### config.mk
export PLATFORM = sky130hd
export DESIGN_NAME = min_heap_priority_queue_core
export DESIGN_NICKNAME = d
export VERILOG_FILES = /design/src/hdl/mhpq_pkg.sv /design/src/hdl/min_heap_priority_queue_core.sv
export SDC_FILE = /design/constraint.sdc
export NUM_CORES = 2
export LEC_CHECK = 0
export BUFFER_PORTS_ARGS = -buffer_cell sky130_fd_sc_hd__buf_2
export CORE_ASPECT_RATIO = 1.75
export CORE_MARGIN = 8
export CORE_UTILIZATION = 38
export CTS_CLUSTER_SIZE = 25
export DETAILED_ROUTE_END_ITERATION = 8
export SLEW_MARGIN = 20
export SYNTH_ARGS = -nofsm -noshare
export SYNTH_HDL_FRONTEND = slang
export SYNTH_SLANG_ARGS = --single-unit
### constraint.sdc
create_clock -name clk -period 11.39 [get_ports clk]
set_input_delay 1.139 -clock clk [delete_from_list [all_inputs] [get_ports clk]]
set_output_delay 1.139 -clock clk [all_outputs]
set_load 0.01 [all_outputs]
### src/hdl/mhpq_pkg.sv
// ----------------------------------------------------------------------------
// mhpq_pkg
// Shared types and codes of the binary min-heap priority queue.
// ----------------------------------------------------------------------------
`default_nettype none

package mhpq_pkg;

	localparam int DEF_CAPACITY = 64;
	localparam int KEY_W        = 32;
	localparam int SLOT_W       = 6;
	localparam int LIMIT_W      = 7;
	localparam int CNT_OUT_W    = 7;

	localparam logic [LIMIT_W-1:0] LIMIT_RESET = 7'd64;

	localparam logic [1:0] OP_INSERT   = 2'd0;
	localparam logic [1:0] OP_DEL_KEY  = 2'd1;
	localparam logic [1:0] OP_DEL_SLOT = 2'd2;

	localparam logic [1:0] ST_DONE      = 2'd0;
	localparam logic [1:0] ST_FULL      = 2'd1;
	localparam logic [1:0] ST_NOT_FOUND = 2'd2;
	localparam logic [1:0] ST_BAD_INDEX = 2'd3;

	typedef struct packed {
		logic [1:0]              opcode;
		logic signed [KEY_W-1:0] key_value;
		logic [SLOT_W-1:0]       slot_index;
	} cmd_t;

	typedef struct packed {
		logic [1:0]              status;
		logic signed [KEY_W-1:0] removed_key;
		logic signed [KEY_W-1:0] min_key;
		logic [CNT_OUT_W-1:0]    key_count;
	} rsp_t;

endpackage

`default_nettype wire

### src/hdl/min_heap_priority_queue_core.sv
// ----------------------------------------------------------------------------
// min_heap_priority_queue_core
// Binary min-heap of signed 32-bit keys held in one synchronous memory.
// ----------------------------------------------------------------------------
// One command in flight at a time, one response beat per command. The keys sit
// in a simple dual-port memory (one write, one registered read per cycle), and
// that single read port sets the timing: an insert climbs the heap one level
// at a time; a delete at an index moves the last key into the hole, sifts it
// down and then up; a delete by value first scans the heap one entry per cycle
// and then runs the same removal. A new command is taken while the previous
// response still waits in the output register.
// No clearing pass after reset: only entries below the count are ever used.
// ----------------------------------------------------------------------------
`default_nettype none

module min_heap_priority_queue_core
	import mhpq_pkg::*;
#(
	parameter int CAPACITY = DEF_CAPACITY
) (
	input  wire logic               clk,
	input  wire logic               arst_n,
	input  wire logic               cmd_valid,
	output logic                    cmd_ready,
	input  wire cmd_t               cmd,
	output logic                    rsp_valid,
	input  wire logic               rsp_ready,
	output rsp_t                    rsp,
	input  wire logic               cfg_wr_en,
	input  wire logic [LIMIT_W-1:0] cfg_wr_data
);

	localparam int AW = $clog2(CAPACITY);
	localparam int CW = $clog2(CAPACITY + 1);
	localparam int LW = (CW > LIMIT_W) ? CW : LIMIT_W;
	localparam int SW = (CW > SLOT_W) ? CW : SLOT_W;
	localparam int IW = AW + 2;

	typedef enum logic [10:0] {
		S_IDLE  = 11'b000_0000_0001,
		S_SCAN  = 11'b000_0000_0010,
		S_RM_G  = 11'b000_0000_0100,
		S_RM_A  = 11'b000_0000_1000,
		S_RM_B  = 11'b000_0001_0000,
		S_DN_L  = 11'b000_0010_0000,
		S_DN_R  = 11'b000_0100_0000,
		S_DN_C  = 11'b000_1000_0000,
		S_UP_RD = 11'b001_0000_0000,
		S_UP_C  = 11'b010_0000_0000,
		S_DONE  = 11'b100_0000_0000
	} state_t;

	logic signed [KEY_W-1:0] heap_mem [CAPACITY];

	state_t                  state_q, state_d;
	logic [CW-1:0]           cnt_q;
	logic [LIMIT_W-1:0]      cap_q;
	logic                    rsp_valid_q;
	rsp_t                    rsp_q;
	logic [CW-1:0]           scan_q;
	logic                    rd_vld_s1;
	logic [AW-1:0]           idx_s1;
	logic signed [KEY_W-1:0] rdata_s1;
	logic signed [KEY_W-1:0] cur_q;
	logic signed [KEY_W-1:0] key_q;
	logic signed [KEY_W-1:0] gone_q;
	logic signed [KEY_W-1:0] root_q;
	logic signed [KEY_W-1:0] lkey_q;
	logic                    has_r_q;
	logic [AW-1:0]           pos_q;
	logic [1:0]              status_q;

	logic                    cmd_acc;
	logic                    room;
	logic                    slot_ok;
	logic                    scan_hit;
	logic                    scan_end;
	logic                    rsp_load;
	logic [AW-1:0]           last_idx;
	logic [AW-1:0]           par_idx;
	logic [IW-1:0]           l_w, r_w, cnt_iw;
	logic                    pick_right;
	logic signed [KEY_W-1:0] pick_key;
	logic [AW-1:0]           pick_idx;

	logic                    wr_en;
	logic [AW-1:0]           wr_addr;
	logic signed [KEY_W-1:0] wr_data;
	logic [AW-1:0]           rd_addr;

	assign cmd_ready = (state_q == S_IDLE);
	assign cmd_acc   = cmd_valid && cmd_ready;
	assign rsp_valid = rsp_valid_q;
	assign rsp       = rsp_q;

	assign room     = (LW'(cnt_q) < LW'(cap_q)) && (cnt_q < CW'(CAPACITY));
	assign slot_ok  = SW'(cmd.slot_index) < SW'(cnt_q);
	assign last_idx = AW'(cnt_q - 1'b1);
	assign par_idx  = AW'((pos_q - 1'b1) >> 1);
	assign l_w      = IW'({pos_q, 1'b1});
	assign r_w      = l_w + IW'(1);
	assign cnt_iw   = IW'(cnt_q);
	assign scan_hit = rd_vld_s1 && (rdata_s1 == key_q);
	assign scan_end = (scan_q >= cnt_q) && !rd_vld_s1;
	assign rsp_load = (state_q == S_DONE) && (!rsp_valid_q || rsp_ready);

	// ties go to the right child
	assign pick_right = has_r_q && !(lkey_q < rdata_s1);
	assign pick_key   = pick_right ? rdata_s1 : lkey_q;
	assign pick_idx   = pick_right ? AW'(r_w) : AW'(l_w);

	// sifting keeps the moving key in cur_q and leaves a hole at pos_q
	always_comb begin
		state_d = state_q;
		wr_en   = 1'b0;
		wr_addr = pos_q;
		wr_data = cur_q;
		rd_addr = pos_q;
		case (state_q)
			S_IDLE: begin
				if (cmd_acc) begin
					case (cmd.opcode)
						OP_INSERT:   state_d = room ? S_UP_RD : S_DONE;
						OP_DEL_KEY:  state_d = S_SCAN;
						OP_DEL_SLOT: state_d = slot_ok ? S_RM_G : S_DONE;
						default:     state_d = S_DONE;
					endcase
				end
			end
			S_SCAN: begin
				rd_addr = AW'(scan_q);
				if (scan_hit) begin
					state_d = S_RM_G;
				end else if (scan_end) begin
					state_d = S_DONE;
				end
			end
			S_RM_G: begin
				state_d = S_RM_A;
			end
			S_RM_A: begin
				rd_addr = last_idx;
				state_d = S_RM_B;
			end
			S_RM_B: begin
				state_d = (pos_q == last_idx) ? S_DONE : S_DN_L;
			end
			S_DN_L: begin
				if (l_w >= cnt_iw) begin
					state_d = S_UP_RD;
				end else begin
					rd_addr = AW'(l_w);
					state_d = S_DN_R;
				end
			end
			S_DN_R: begin
				rd_addr = AW'(r_w);
				state_d = S_DN_C;
			end
			S_DN_C: begin
				if (pick_key < cur_q) begin
					wr_en   = 1'b1;
					wr_data = pick_key;
					state_d = S_DN_L;
				end else begin
					state_d = S_UP_RD;
				end
			end
			S_UP_RD: begin
				if (pos_q == '0) begin
					wr_en   = 1'b1;
					state_d = S_DONE;
				end else begin
					rd_addr = par_idx;
					state_d = S_UP_C;
				end
			end
			S_UP_C: begin
				wr_en = 1'b1;
				if (cur_q < rdata_s1) begin
					wr_data = rdata_s1;
					state_d = S_UP_RD;
				end else begin
					state_d = S_DONE;
				end
			end
			S_DONE: begin
				if (rsp_load) begin
					state_d = S_IDLE;
				end
			end
			default: state_d = S_IDLE;
		endcase
	end

	always_ff @(posedge clk) begin
		if (wr_en) begin
			heap_mem[wr_addr] <= wr_data;
		end
		rdata_s1 <= heap_mem[rd_addr];
	end

	always_ff @(posedge clk or negedge arst_n) begin
		if (!arst_n) begin
			state_q     <= S_IDLE;
			cnt_q       <= '0;
			cap_q       <= LIMIT_RESET;
			rsp_valid_q <= 1'b0;
			rd_vld_s1   <= 1'b0;
		end else begin
			state_q <= state_d;
			if (cfg_wr_en) begin
				cap_q <= cfg_wr_data;
			end
			if (cmd_acc && cmd.opcode == OP_INSERT && room) begin
				cnt_q <= cnt_q + 1'b1;
			end else if (state_q == S_RM_B) begin
				cnt_q <= cnt_q - 1'b1;
			end
			if (state_q == S_SCAN) begin
				rd_vld_s1 <= !scan_hit && (scan_q < cnt_q);
			end else begin
				rd_vld_s1 <= 1'b0;
			end
			if (rsp_load) begin
				rsp_valid_q <= 1'b1;
			end else if (rsp_ready) begin
				rsp_valid_q <= 1'b0;
			end
		end
	end

	always_ff @(posedge clk) begin
		if (wr_en && wr_addr == '0) begin
			root_q <= wr_data;
		end
		case (state_q)
			S_IDLE: begin
				if (cmd_acc) begin
					key_q    <= cmd.key_value;
					cur_q    <= cmd.key_value;
					gone_q   <= '0;
					scan_q   <= '0;
					status_q <= ST_DONE;
					case (cmd.opcode)
						OP_INSERT: begin
							pos_q <= AW'(cnt_q);
							if (!room) begin
								status_q <= ST_FULL;
							end
						end
						OP_DEL_SLOT: begin
							pos_q <= AW'(cmd.slot_index);
							if (!slot_ok) begin
								status_q <= ST_BAD_INDEX;
							end
						end
						default: pos_q <= '0;
					endcase
				end
			end
			S_SCAN: begin
				idx_s1 <= AW'(scan_q);
				if (scan_q < cnt_q) begin
					scan_q <= scan_q + 1'b1;
				end
				if (scan_hit) begin
					pos_q <= idx_s1;
				end else if (scan_end) begin
					status_q <= ST_NOT_FOUND;
				end
			end
			S_RM_A: gone_q <= rdata_s1;
			S_RM_B: cur_q  <= rdata_s1;
			S_DN_R: begin
				lkey_q  <= rdata_s1;
				has_r_q <= r_w < cnt_iw;
			end
			S_DN_C: begin
				if (pick_key < cur_q) begin
					pos_q <= pick_idx;
				end
			end
			S_UP_C: begin
				if (cur_q < rdata_s1) begin
					pos_q <= par_idx;
				end
			end
			default: ;
		endcase
		if (rsp_load) begin
			rsp_q.status      <= status_q;
			rsp_q.removed_key <= gone_q;
			rsp_q.min_key     <= (cnt_q != '0) ? root_q : '0;
			rsp_q.key_count   <= CNT_OUT_W'(cnt_q);
		end
	end

endmodule

`default_nettype wire

* Word-level counts from Yosys, hierarchy flattened *
Memory sizes are Yosys's and may differ from the RTL's. A register that Yosys moved wholly into a read port is not among the register bits.
Index checks and enable logic that the tools add are counted.

cells by class
  bitwise operators = 0
  multiply operators = 0
  div/mod/pow operators = 0
  reductions and logical operators = 31
  add/sub/neg operators = 5
  equal/unequal tests = 24
  multiplexer cells = 51
  shift-type cells = 0
  $lt $le $gt $ge = 10

operator list
  operator              count
  $pmux 32 s2           3
  $mux 32               5
  $pmux 11 s11          1
  $mux 11               9
  $lt 32x32->1          3
  $mux 6                7
  $pmux 11 s3           1
  $eq 32x32->1          1
  $pmux 6 s5            1
  $mux 7                4
  $pmux 6 s4            1
  $mux 9                2
  $add 7x1->7 const B   2
  $ge 7x7->1            2
  $lt 7x7->1            2
  $pmux 7 s2            1
  $ne 2x2->1 const B    6
  $pmux 6 s2            1
  $eq 11x1->1 const B   1
  $eq 11x10->1 const B  1
  $eq 11x11->1 const B  1
  $eq 11x2->1 const B   1
  $eq 11x3->1 const B   1
  $eq 11x4->1 const B   1
  other kinds (32)      63

storage, ports and cells
  bits in read-only memories = 0
  input bits = 52
  RAM bits = 2048
  bits in registers = 282
  memories kept = 1
  bits in latches = 0
  logic and storage cells = 141

memories
  name      words  width  rd ports  clocked after memory_dff  wr ports  RTL line                            RTL
  heap_mem  64     32     1         1                         1         min_heap_priority_queue_core.sv:53  logic signed [KEY_W-1:0] heap_mem [CAPACITY];

* Depth between registers and ports, before layout *
  depth in word-level cells = 9
  gate-level depth with buffers = 27

* Least setup slack after synthesis *
No wires, ideal clock.

  kind = reg2reg
  from = reg rdata_s1[31] (read register of heap_mem)
  to = mem heap_mem[31][0] (enable)
  data arrival time = 6858 ps
  cell stages (with the launch flop) = 26
  setup slack = 4062 ps
  path buffers = 3
  cell sequence = dfxtp_1 -> inv_1 -> ha_1 -> nand4_1 -> or4_1 -> a31oi_1 -> nor3_1 -> mux2i_1 -> nand2_1 -> clkbuf_1 -> clkbuf_1 -> nor2_1 -> a21oi_1 -> inv_1 -> ha_1 -> a21oi_1 -> o21ai_0 -> a211oi_1 -> o22ai_1 -> o21ai_0 -> o211ai_1 -> inv_1 -> a21bo_2 -> nand3_1 -> clkbuf_1 -> a211oi_1

on the way
  cells in the longest elaborated chain, start to end = 9

ends and longest elaborated chain
  element                           RTL line                             RTL
  from (decl)                       min_heap_priority_queue_core.sv:63   logic signed [KEY_W-1:0] rdata_s1;
  $lt 32x32->1                      min_heap_priority_queue_core.sv:108  assign pick_right = has_r_q && !(lkey_q < rdata_s1);
  $logic_not 1->1                   min_heap_priority_queue_core.sv:108
  $logic_and 1x1->1                 min_heap_priority_queue_core.sv:108
  $mux 32 (*)                       min_heap_priority_queue_core.sv:109  assign pick_key = pick_right ? rdata_s1 : lkey_q;
  $lt 32x32->1 (*)                  min_heap_priority_queue_core.sv:161  if (pick_key < cur_q) begin
  $mux 1 (*)                        min_heap_priority_queue_core.sv:161
  $pmux 1 s3 (*)                    min_heap_priority_queue_core.sv:119  case (state_q)
  $mux 1 (*)                        min_heap_priority_queue_core.sv:197  if (wr_en) begin
  $mux 1 (not written as such) (*)  min_heap_priority_queue_core.sv:198  heap_mem[wr_addr] <= wr_data;
  to (decl)                         min_heap_priority_queue_core.sv:53

Every way passes the cells marked *; elsewhere a longest branch is shown, timed or not.

* Worst setup path in the final report *
  from = reg rdata_s1[23] (read register of heap_mem)
  to = mem heap_mem[51][6] (enable)

The elaborated chain is that of the path after synthesis.

==> reports/results.txt <==
Status = completed
Sink Count = 2362
Largest cells by area after synthesis = edfxtp_1 (72%), nand2_1 (6.3%), mux2i_1 (3.4%), nand3_1 (2.1%), a21oi_1 (1.9%)
Clock latency on the worst-skew pair = 0.88 ns
CP top delay family = compound AO/OA/AOI/OAI gates
Setup bufs post-CTS = 0
Global placer's final weighted congestion = 0.960
Layout cell share with drive strength beyond 1 = 9.69%
CTS tree = yes
DIE HEIGHT = 683 µm
CTS Hold Buffers Added = 0
Mean post-synth cell area = 13.6 µm²
Setup Total Neg Slack = 0 ns
Clk slew on worst S/H paths = 0.07 ns
Maxcap violations = 0
Via count of the first global-routing pass = 59622
Mapped cell area = 96700 µm²
CP Launch Type = flip-flop
Antenna-violating nets left = 0
Num CTS Buffers = 204
Rows = 245
Gr usage total = 21.9%
WL/cell = 28.7 µm
Area taken by multi-input logic gates = 24700 µm²
Clock buffer depth = 4
Arr. time, crit path = 9.14 ns
Slew headroom = 14.9%
Leakage power = 37.4 nW
IO Pins = 127
Share of the synthesized area in the top cell type = 71.5%
Async SR Flop Fraction = 1.14%
Fill cells = 22815
P per Cell Area = 278 nW/µm²
Vias = 60862
Placed cell count = 10298
Register Area = 70500 µm²
Buf+Inv Stages, Crit Path = 5
YS warnings = 0
Max Clk Rate = 0.115 GHz
Most used DFF post-synth = edfxtp_1
Wirelength, routed = 308000 µm
DRC viols = 0
Post-synth EDFFs = 2303
Via-per-instance ratio = 5.66
Endpoints failing hold = 0
Critical path class = reg -> reg
Final Core Density = 43.1%
Crit Path Max Fanout = 44
Register area share after synthesis = 72.9%
Worst path cell trace = inv_1 > ha_1 > a21oi_1 > o21ai_0 > a221oi_1 > nor2_1 > nor3_1 > mux2i_1 > nand2_2 > buf_4 > a21oi_1 > inv_1 > ha_1 > a21oi_1 > o21ai_0 > a211oi_1 > o22ai_1 > o21ai_0 > o211ai_1 > inv_1 > a21bo_2 > nand3_4 > buf_12 > a21oi_4
Max VDD drop = 0.320 mV
Post_cts resized = 0
Tmin final = 8.68 ns
Worst slew pin tran = 1.27 ns
Setup crit end kind = flip-flop
Final Max Slew Viols = 0
Pin count of the biggest net entering global routing = 165
Layout Cells excl Fill = 10756
Synth cell types = 79
Number of H-tree levels = 4
Worst Setup SP = rdata_s1[23]
Initial drt markers = 5435
Initial antenna violation count = 49
Crit Reg-Reg Startpoint = rdata_s1[23]
Final setup fails = 0
Core area = 254000 µm²
Final Cycle Share = 76.2%
RSZ-0062 raised after global routing = no
Slowest CP cell = a21oi_4
Post-Syn Nets = 7300
Total grt overflow = 0
Mapped Cells = 7119
Die area = 271000 µm²
First-pass GRT wire length = 435000 µm
Commonest cells after routing, fill and taps aside = edfxtp_1 (2303), nand2_1 (1617), nand3_1 (407), mux2i_1 (330), a21oi_1 (295)
Dpl hpwl = 201000 µm
Root Driver = clkbuf_16
Initial core utilization = 38.1%
Drt first pass iters = 6
Power, Total = 30.4 mW
Worst Skew = 0.0583 ns
Required @ worst endpoint = 11.85 ns
Layout Nets = 7380
Worst hold path type = in -> async
R2r setup slk = 2.71 ns
# port buffers = 126
Seq cells post-synth = 2362
Slowest Stage Delay on Critical Path = 0.93 ns
Area grow syn2layout = 13.2%
Cell taking the most area after synthesis = edfxtp_1
Die extent in x = 397 µm
Most common cell after layout, fill and taps aside = edfxtp_1
final timing paths:
kind / cells after the start / end
max reg2reg: 24 / heap_mem[51][6]
min in group clk: 0 / rsp[60]
min reg2reg: 0 / rsp[60]
min: 1 / cap_q[5]
max: 24 / heap_mem[51][6]
max in group asynchronous: 1 / state_q[8]
Yosys cell counts (all sizes together), types with 25 or more instances:
cell type  number
and3           77
nor2          107
dfrtp          25
nand3         410
o221ai        163
dfxtp          32
o22ai          35
xnor2          46
inv           122
nand2        1621
o21ai         112
o211ai        134
buf           163
nand4         122
a21oi         360
clkbuf        284
nor3          117
edfxtp       2303
and4           34
a31oi         165
and2           39
ha            129
mux2i         330
worst register-to-register path: stages, from the launching register on:
cell and delay, ns:
dfxtp_1 0.40, inv_1 0.12, ha_1 0.34, a21oi_1 0.15, o21ai_0 0.23, a221oi_1 0.55
nor2_1 0.13, nor3_1 0.41, mux2i_1 0.37, nand2_2 0.58, buf_4 0.48, a21oi_1 0.22
inv_1 0.07, ha_1 0.29, a21oi_1 0.14, o21ai_0 0.20, a211oi_1 0.27, o22ai_1 0.15
o21ai_0 0.31, o211ai_1 0.22, inv_1 0.15, a21bo_2 0.20, nand3_4 0.71, buf_12 0.59
a21oi_4 0.97
sequential cells by signal, indices dropped and copies added, names as in the netlist, 11 cells and up:
signal / count
root_q: 32
lkey_q: 32
rdata_s1: 32
state_q: 11
key_q: 32
heap_mem: 2048
gone_q: 32
rsp: 73
cur_q: 32
where the power goes:
group          internal (mW)  total, mW  switching, mW
clock network           3.85       7.01           3.16
logic                   3.03       12.6           9.57
registers               10.5       10.8          0.250
cell families after synthesis:
| group | count (synthesis) | share of synthesized area, % |
|---|---|---|
| xor gates and xnor gates | 63 | 0.571 |
| DFF | 2362 | 72.9 |
| muxes | 333 | 3.45 |
| AOI/OAI and AO/OA | 1058 | 7.03 |
| and+or+nand+nor | 2603 | 11.9 |
| buffers and inverters | 571 | 2.51 |
| adders and majority gates | 129 | 1.67 |
per-layer routing:
layer / up-vias / part of all wire, % / global-route usage (%)
met4: 20 / 9.7 / 18.5
met1: 30613 / 34 / 23.6
met5: - / 0.046 / 0
li1: 26874 / - / -
met3: 811 / 6.2 / 3.28
met2: 2544 / 50 / 37.6
metrics by stage:
step	hold slack (ns)	area, µm²	setup slack [ns]
floorplan	0.400	96700	4.06
global placement	0.402	102000	2.61
detailed placement	0.405	102000	2.58
CTS	0.295	109000	2.57
global route	0.355	109000	2.23
finish	0.317	109000	2.71
layout make-up:
type,count,share of cell area [%]
Inverter,124,0.425
Timing Repair Buffer,321,2.63
Sequential cell,2362,64.4
Clock buffer,242,4.82
Antenna cell,65,0.149
Clock inverter,122,1.12
Tap cell,3334,3.81
Multi-Input combinational cell,4186,22.6
(Power assumes the default switching activity.)
